[src/rtl/ddo_pkg.sv]
// ----------------------------------------------------------------------------
// ddo_pkg
// Shared constants, types and tables for the differential drive odometry
// block: register indexes, reset values, CORDIC settings and arctangents.
// ----------------------------------------------------------------------------
package ddo_pkg;

    localparam int CORDIC_STEPS = 16;
    localparam int STEP_W       = (CORDIC_STEPS > 1) ? $clog2(CORDIC_STEPS) : 1;

    // 0.60725293500888 in Q2.30, held at the CORDIC datapath width
    localparam logic signed [33:0] CORDIC_GAIN = 34'sd652032874;

    localparam logic [1:0] REG_DIST   = 2'd0;
    localparam logic [1:0] REG_PERIOD = 2'd1;
    localparam logic [1:0] REG_RATE   = 2'd2;
    localparam logic [1:0] REG_TURNS  = 2'd3;

    localparam logic [31:0] DIST_RESET   = 32'd25108448;
    localparam logic [15:0] PERIOD_RESET = 16'd50;
    localparam logic [31:0] RATE_RESET   = 32'd1310720;
    localparam logic [31:0] TURNS_RESET  = 32'd1667232380;

    typedef struct packed {
        logic        start;
        logic [31:0] angle;
    } t_cordic_req;

    typedef struct packed {
        logic               done;
        logic signed [32:0] cos_q30;
        logic signed [32:0] sin_q30;
    } t_cordic_res;

    // atan(2^-i) as a binary angle, 2^32 per turn
    function automatic logic [31:0] atan_q32(input logic [4:0] idx);
        logic [31:0] v;
        unique case (idx)
            5'd0:  v = 32'h2000_0000;
            5'd1:  v = 32'h12E4_051E;
            5'd2:  v = 32'h09FB_385B;
            5'd3:  v = 32'h0511_11D4;
            5'd4:  v = 32'h028B_0D43;
            5'd5:  v = 32'h0145_D7E1;
            5'd6:  v = 32'h00A2_F61E;
            5'd7:  v = 32'h0051_7C55;
            5'd8:  v = 32'h0028_BE53;
            5'd9:  v = 32'h0014_5F2F;
            5'd10: v = 32'h000A_2F98;
            5'd11: v = 32'h0005_17CC;
            5'd12: v = 32'h0002_8BE6;
            5'd13: v = 32'h0001_45F3;
            5'd14: v = 32'h0000_A2FA;
            5'd15: v = 32'h0000_517D;
            5'd16: v = 32'h0000_28BE;
            5'd17: v = 32'h0000_145F;
            5'd18: v = 32'h0000_0A30;
            5'd19: v = 32'h0000_0518;
            5'd20: v = 32'h0000_028C;
            5'd21: v = 32'h0000_0146;
            5'd22: v = 32'h0000_00A3;
            5'd23: v = 32'h0000_0051;
            5'd24: v = 32'h0000_0029;
            5'd25: v = 32'h0000_0014;
            5'd26: v = 32'h0000_000A;
            5'd27: v = 32'h0000_0005;
            5'd28: v = 32'h0000_0003;
            5'd29: v = 32'h0000_0001;
            5'd30: v = 32'h0000_0001;
            5'd31: v = 32'h0000_0000;
        endcase
        return v;
    endfunction

endpackage

[src/rtl/ddo_cordic.sv]
// ----------------------------------------------------------------------------
// ddo_cordic
// Iterative rotation-mode CORDIC: cosine and sine of a binary angle in Q2.30,
// one micro-rotation per cycle after a quadrant reduction.
// ----------------------------------------------------------------------------
module ddo_cordic
    import ddo_pkg::*;
(
    input  logic        i_clk,
    input  logic        i_rst_n,
    input  t_cordic_req i_req,
    output t_cordic_res o_res
);

    logic                    r_busy;
    logic                    r_fin;
    logic                    r_done;
    logic [STEP_W-1:0]       r_cnt;
    logic signed [33:0]      r_x;
    logic signed [33:0]      r_y;
    logic signed [33:0]      r_z;
    logic [1:0]              r_q;
    logic signed [32:0]      r_cos;
    logic signed [32:0]      r_sin;

    logic [31:0]             rot;
    logic [1:0]              q_start;
    logic [31:0]             z_start;
    logic signed [33:0]      dx;
    logic signed [33:0]      dy;
    logic signed [33:0]      atan_v;
    logic signed [33:0]      n_x;
    logic signed [33:0]      n_y;
    logic signed [33:0]      n_z;
    logic signed [33:0]      n_cos;
    logic signed [33:0]      n_sin;
    logic                    last;

    always_comb begin
        rot     = i_req.angle + 32'h2000_0000;
        q_start = rot[31:30];
        z_start = i_req.angle - {q_start, 30'd0};
        dx      = r_x >>> r_cnt;
        dy      = r_y >>> r_cnt;
        atan_v  = {2'b00, atan_q32(5'(r_cnt))};
        last    = (r_cnt == STEP_W'(CORDIC_STEPS - 1));
        if (!r_z[33]) begin
            n_x = r_x - dy;
            n_y = r_y + dx;
            n_z = r_z - atan_v;
        end else begin
            n_x = r_x + dy;
            n_y = r_y - dx;
            n_z = r_z + atan_v;
        end
        unique case (r_q)
            2'd0: begin
                n_cos = r_x;
                n_sin = r_y;
            end
            2'd1: begin
                n_cos = -r_y;
                n_sin = r_x;
            end
            2'd2: begin
                n_cos = -r_x;
                n_sin = -r_y;
            end
            2'd3: begin
                n_cos = r_y;
                n_sin = -r_x;
            end
        endcase
    end

    always_ff @(posedge i_clk) begin
        if (!i_rst_n) begin
            r_busy <= 1'b0;
            r_fin  <= 1'b0;
            r_done <= 1'b0;
        end else if (i_req.start) begin
            r_busy <= 1'b1;
            r_fin  <= 1'b0;
            r_done <= 1'b0;
        end else if (r_busy && last) begin
            r_busy <= 1'b0;
            r_fin  <= 1'b1;
        end else if (r_fin) begin
            r_fin  <= 1'b0;
            r_done <= 1'b1;
        end
    end

    always_ff @(posedge i_clk) begin
        if (i_req.start) begin
            r_x   <= CORDIC_GAIN;
            r_y   <= '0;
            r_z   <= 34'($signed(z_start));
            r_q   <= q_start;
            r_cnt <= '0;
        end else if (r_busy) begin
            r_x   <= n_x;
            r_y   <= n_y;
            r_z   <= n_z;
            r_cnt <= r_cnt + 1'b1;
        end
        if (r_fin) begin
            r_cos <= n_cos[32:0];
            r_sin <= n_sin[32:0];
        end
    end

    assign o_res.done    = r_done;
    assign o_res.cos_q30 = r_cos;
    assign o_res.sin_q30 = r_sin;

endmodule

[config.mk]
export PLATFORM = sky130hd
export DESIGN_NAME = ddo_cordic
export DESIGN_NICKNAME = d
export VERILOG_FILES = /design/src/rtl/ddo_pkg.sv /design/src/rtl/ddo_cordic.sv
export SDC_FILE = /design/constraint.sdc
export NUM_CORES = 1
export LEC_CHECK = 0
export BUFFER_PORTS_ARGS = -buffer_cell sky130_fd_sc_hd__buf_2
export CAP_MARGIN = 10
export CORE_UTILIZATION = 42
export CTS_CLUSTER_SIZE = 16
export DETAILED_ROUTE_END_ITERATION = 6
export GPL_TIMING_DRIVEN = 0
export HOLD_SLACK_MARGIN = 0.15
export MAX_ROUTING_LAYER = met4
export PLACE_DENSITY = 0.64
export SETUP_SLACK_MARGIN = 0.3
export SLEW_MARGIN = 10
export SYNTH_ARGS = -nofsm -noshare
export SYNTH_HDL_FRONTEND = slang
export SYNTH_SLANG_ARGS = --single-unit
[constraint.sdc]
create_clock -name i_clk -period 12.3 [get_ports i_clk]
set_clock_uncertainty 0.2 [all_clocks]
set_input_delay 1.845 -clock i_clk [delete_from_list [all_inputs] [get_ports i_clk]]
set_output_delay 1.845 -clock i_clk [all_outputs]
set_load 0.02 [all_outputs]
==> results_dict.tcl <==
set metrics [dict create \
    run_status "completed" \
    end_kind "register" \
    half_perimeter_wire_length_of_the_detailed_placement_result_mm 63.63 \
    worst_slew_margin_rel_pct 14.14 \
    rsz0062_at_grt "false" \
    final.setup.worst_slack_ps 4038 \
    ctsHoldBuffers 0 \
    layout_worst_path_cycle_share_pct 67.17 \
    ys_seq_elements 207 \
    grt_util_all_layers_pct 33.34 \
    critical_path.max_fanout 10 \
    drt-vias-per-instance 6.138 \
    tritoncts.num_buffers 26 \
    drtAntennaViolNets 0 \
    cts-htree-levels 1 \
    postSynthCellCount 2343 \
    finalWirelength_mm 80.97 \
    overflow 0 \
    synth_top_cells_by_area "edfxtp_1, dfxtp_1, mux4_2" \
    std_cell_rows 80 \
    fin_crit_ps 8262 \
    starting_drt_drc_count 1612 \
    cts.repair_timing.setup_buffer_count 0 \
    drc_violation_count_after_routing 0 \
    worst_hold_path_type "register to register" \
    path_clk_slew_ps 60 \
    post_synth_most_frequent_cells "nand2_1, nor2_1, a21oi_1, xnor2_1, o21ai_0" \
    yosysMostFrequentCell "nand2_1" \
    antenna_diode_count 0 \
    first_global_vias 19163 \
    post_route_cells_drive_above_1_share_pct 14.00 \
    worst_slew_pin_slew_ps 1288 \
    detail_route.first_pass.iterations 6 \
    cts_repair_resize_count 0 \
    post_layout_net_count 2625 \
    clockBufferDepth 3 \
    chipWidth_um 222.8 \
    grt_max_degree 68 \
    synth.yosys.seq_area_share_pct 25.23 \
    fin_worst_hold_slack_ps 276.8 \
    number_of_antenna_violations_at_the_first_check_in_global_routing 1 \
    clk-insertion-delay-late_ps 570 \
    synth_warnings 0 \
    worstPathArrival_ps 8530 \
    tritoncts_num_sinks 207 \
    tritoncts "built" \
    ios 102 \
    yosysTopAreaCell "edfxtp_1" \
    setup_viol 0 \
    pre_cts_ws_ps 4297 \
    clock.fmax_mhz 121.0 \
    max_cap_viol_count 0 \
    die_y_um 222.8 \
    syn-num-nets 2495 \
    critPathKind "register to register" \
    syn_to_final_growth_pct 10.73 \
    dominant_synthesized_flop_cell "dfxtp_1" \
    async_reset_ff_share_pct 0 \
    portBuffers 101 \
    power_leakage_nw 9.220 \
    synth_cell_area_sq_um 20470 \
    place.gp.congestion 1.038 \
    clock-root-buffer "clkbuf_16" \
    post-synth-top-area-fraction_pct 14.96 \
    power_per_cell_area_nw_per_um2 294.6 \
    wl_per_cell_um 26.05 \
    die_area_sq_um 49630 \
    worst_setup_path_start_kind "register" \
    setup_total_neg_slack_ps 0 \
    synth_edf_count 102 \
    dr_total_vias 19076 \
    synth.distinct_cells 99 \
    avgSynthCellArea_sq_um 8.738 \
    final_hold_viol_count 0 \
    required_ps 12570 \
    first_pass_grt_wire_length_mm 120.2 \
    report.final.slew_viol_count 0 \
    starting_utilization_of_the_core_area_pct 42.70 \
    core_area_sq_um 47950 \
    peakVddDrop_v 0.0001813 \
]
[flip-flops by register name, indices dropped and copies added (netlist names)]
| register | cells |
|---|---|
| r_busy | 1 |
| r_x | 34 |
| r_done | 1 |
| r_cnt | 4 |
| r_q | 2 |
| atan_v | 30 |
| r_fin | 1 |
| r_cos | 33 |
| r_sin | 33 |
| r_y | 34 |
| r_z | 34 |
[per-layer routing]
metal,track usage (%),share of wire [%]
met4,16.84,5.7
met5,-,0
met2,56.52,48
met3,4.060,6.0
met1,38.80,40
[report_power, final]
group | leakage (nW) | internal [W] | switching [W] | total (W)
sequential | 1.82 | 0.000933 | 0.000129 | 0.00106
combinational | 6.96 | 0.00200 | 0.00280 | 0.00480
clock | 0.438 | 0.000488 | 0.000324 | 0.000812
total | 9.22 | 0.00342 | 0.00325 | 0.00668
[final timing paths]
path	to	from	slack, ps	cells past startpoint
worst max-delay path	r_y[32]	r_cnt[3]	4040	24
worst min register to register	r_done	r_done	280	2
worst max register to register	r_y[32]	r_cnt[3]	4040	24
worst min-delay path	r_done	r_done	280	2
[per-stage QoR]
step           utilization (%)  instances  instance area [sq um]  total power (W)
2_1_floorplan                -       2343                  20470         0.004672
3_3_place_gp             45.36       3059                  21750         0.005669
3_5_place_dp             45.41       3060                  21770         0.005754
4_1_cts                  47.28       3108                  22670         0.006609
5_1_grt                  47.28       3108                  22670         0.007183
6_report                 47.28       3108                  22670         0.006678
[final cells by class]
cell class              count  area (sq um)
clock buffers              36         749.5
plain buffers             169         795.8
multi-input cells        1917         14330
clock inverters            12         148.9
repair buffers            102         525.5
well taps                 615         769.5
flip-flops and latches    207          5169
inverters                  50         187.7
fillers                  4616         25280
[logic make-up after synthesis]
family | Yosys count | synth area share (%)
simple gates | 730 | 16.75
compound gates | 587 | 17.81
xor+xnor | 262 | 11.21
mux | 221 | 16.95
buf+inv | 219 | 4.803
flops | 207 | 25.23
fa+ha+maj | 117 | 7.260
[layout by cell type (no fill, tap or decap), types with 9 or more instances in the layout]
cell / netlist / layout
o31ai_1: 14 / 14
or2_2: 10 / 10
a211oi_1: 17 / 17
a31oi_1: 28 / 28
xnor2_1: 152 / 152
buf_4: 9 / 9
buf_2: 30 / 131
a21oi_1: 190 / 190
nand2b_1: 23 / 23
mux4_1: 10 / 10
clkbuf_16: 0 / 27
clkbuf_1: 100 / 105
nand3_1: 33 / 33
nor3_1: 40 / 40
ha_1: 114 / 114
and2_1: 16 / 16
o21ai_0: 144 / 144
a21boi_0: 9 / 9
nor4_1: 13 / 13
inv_1: 45 / 44
or3_1: 10 / 10
xor2_1: 110 / 110
nor2_1: 214 / 214
nor2b_1: 23 / 23
buf_1: 19 / 19
a21o_1: 58 / 58
o21a_1: 21 / 21
o22ai_1: 10 / 10
mux4_2: 80 / 80
nand4_1: 14 / 14
edfxtp_1: 102 / 102
nand2_1: 263 / 263
mux2_2: 27 / 27
o21bai_1: 14 / 14
and3_1: 23 / 23
o211ai_1: 13 / 13
dfxtp_1: 105 / 104
mux2i_1: 98 / 98
[worst max-delay path, stage by stage (launching register included)]
cell and delay, ps:
dfxtp_1 440, buf_1 670, buf_4 370, buf_4 280, buf_2 450, clkbuf_1 680, clkbuf_1 580, o21a_1 250
ha_1 160, and2_1 200, nand3_1 160, nor2_1 350, a31oi_1 150, xnor2_1 190, ha_1 350, a21o_1 140
a21o_1 160, and3b_1 210, a211o_1 340, o21ai_0 620, a31oi_1 240, o21ai_0 450, o31ai_1 150, xnor2_1 150
a22o_1 200
(Power assumes the default switching activity.)
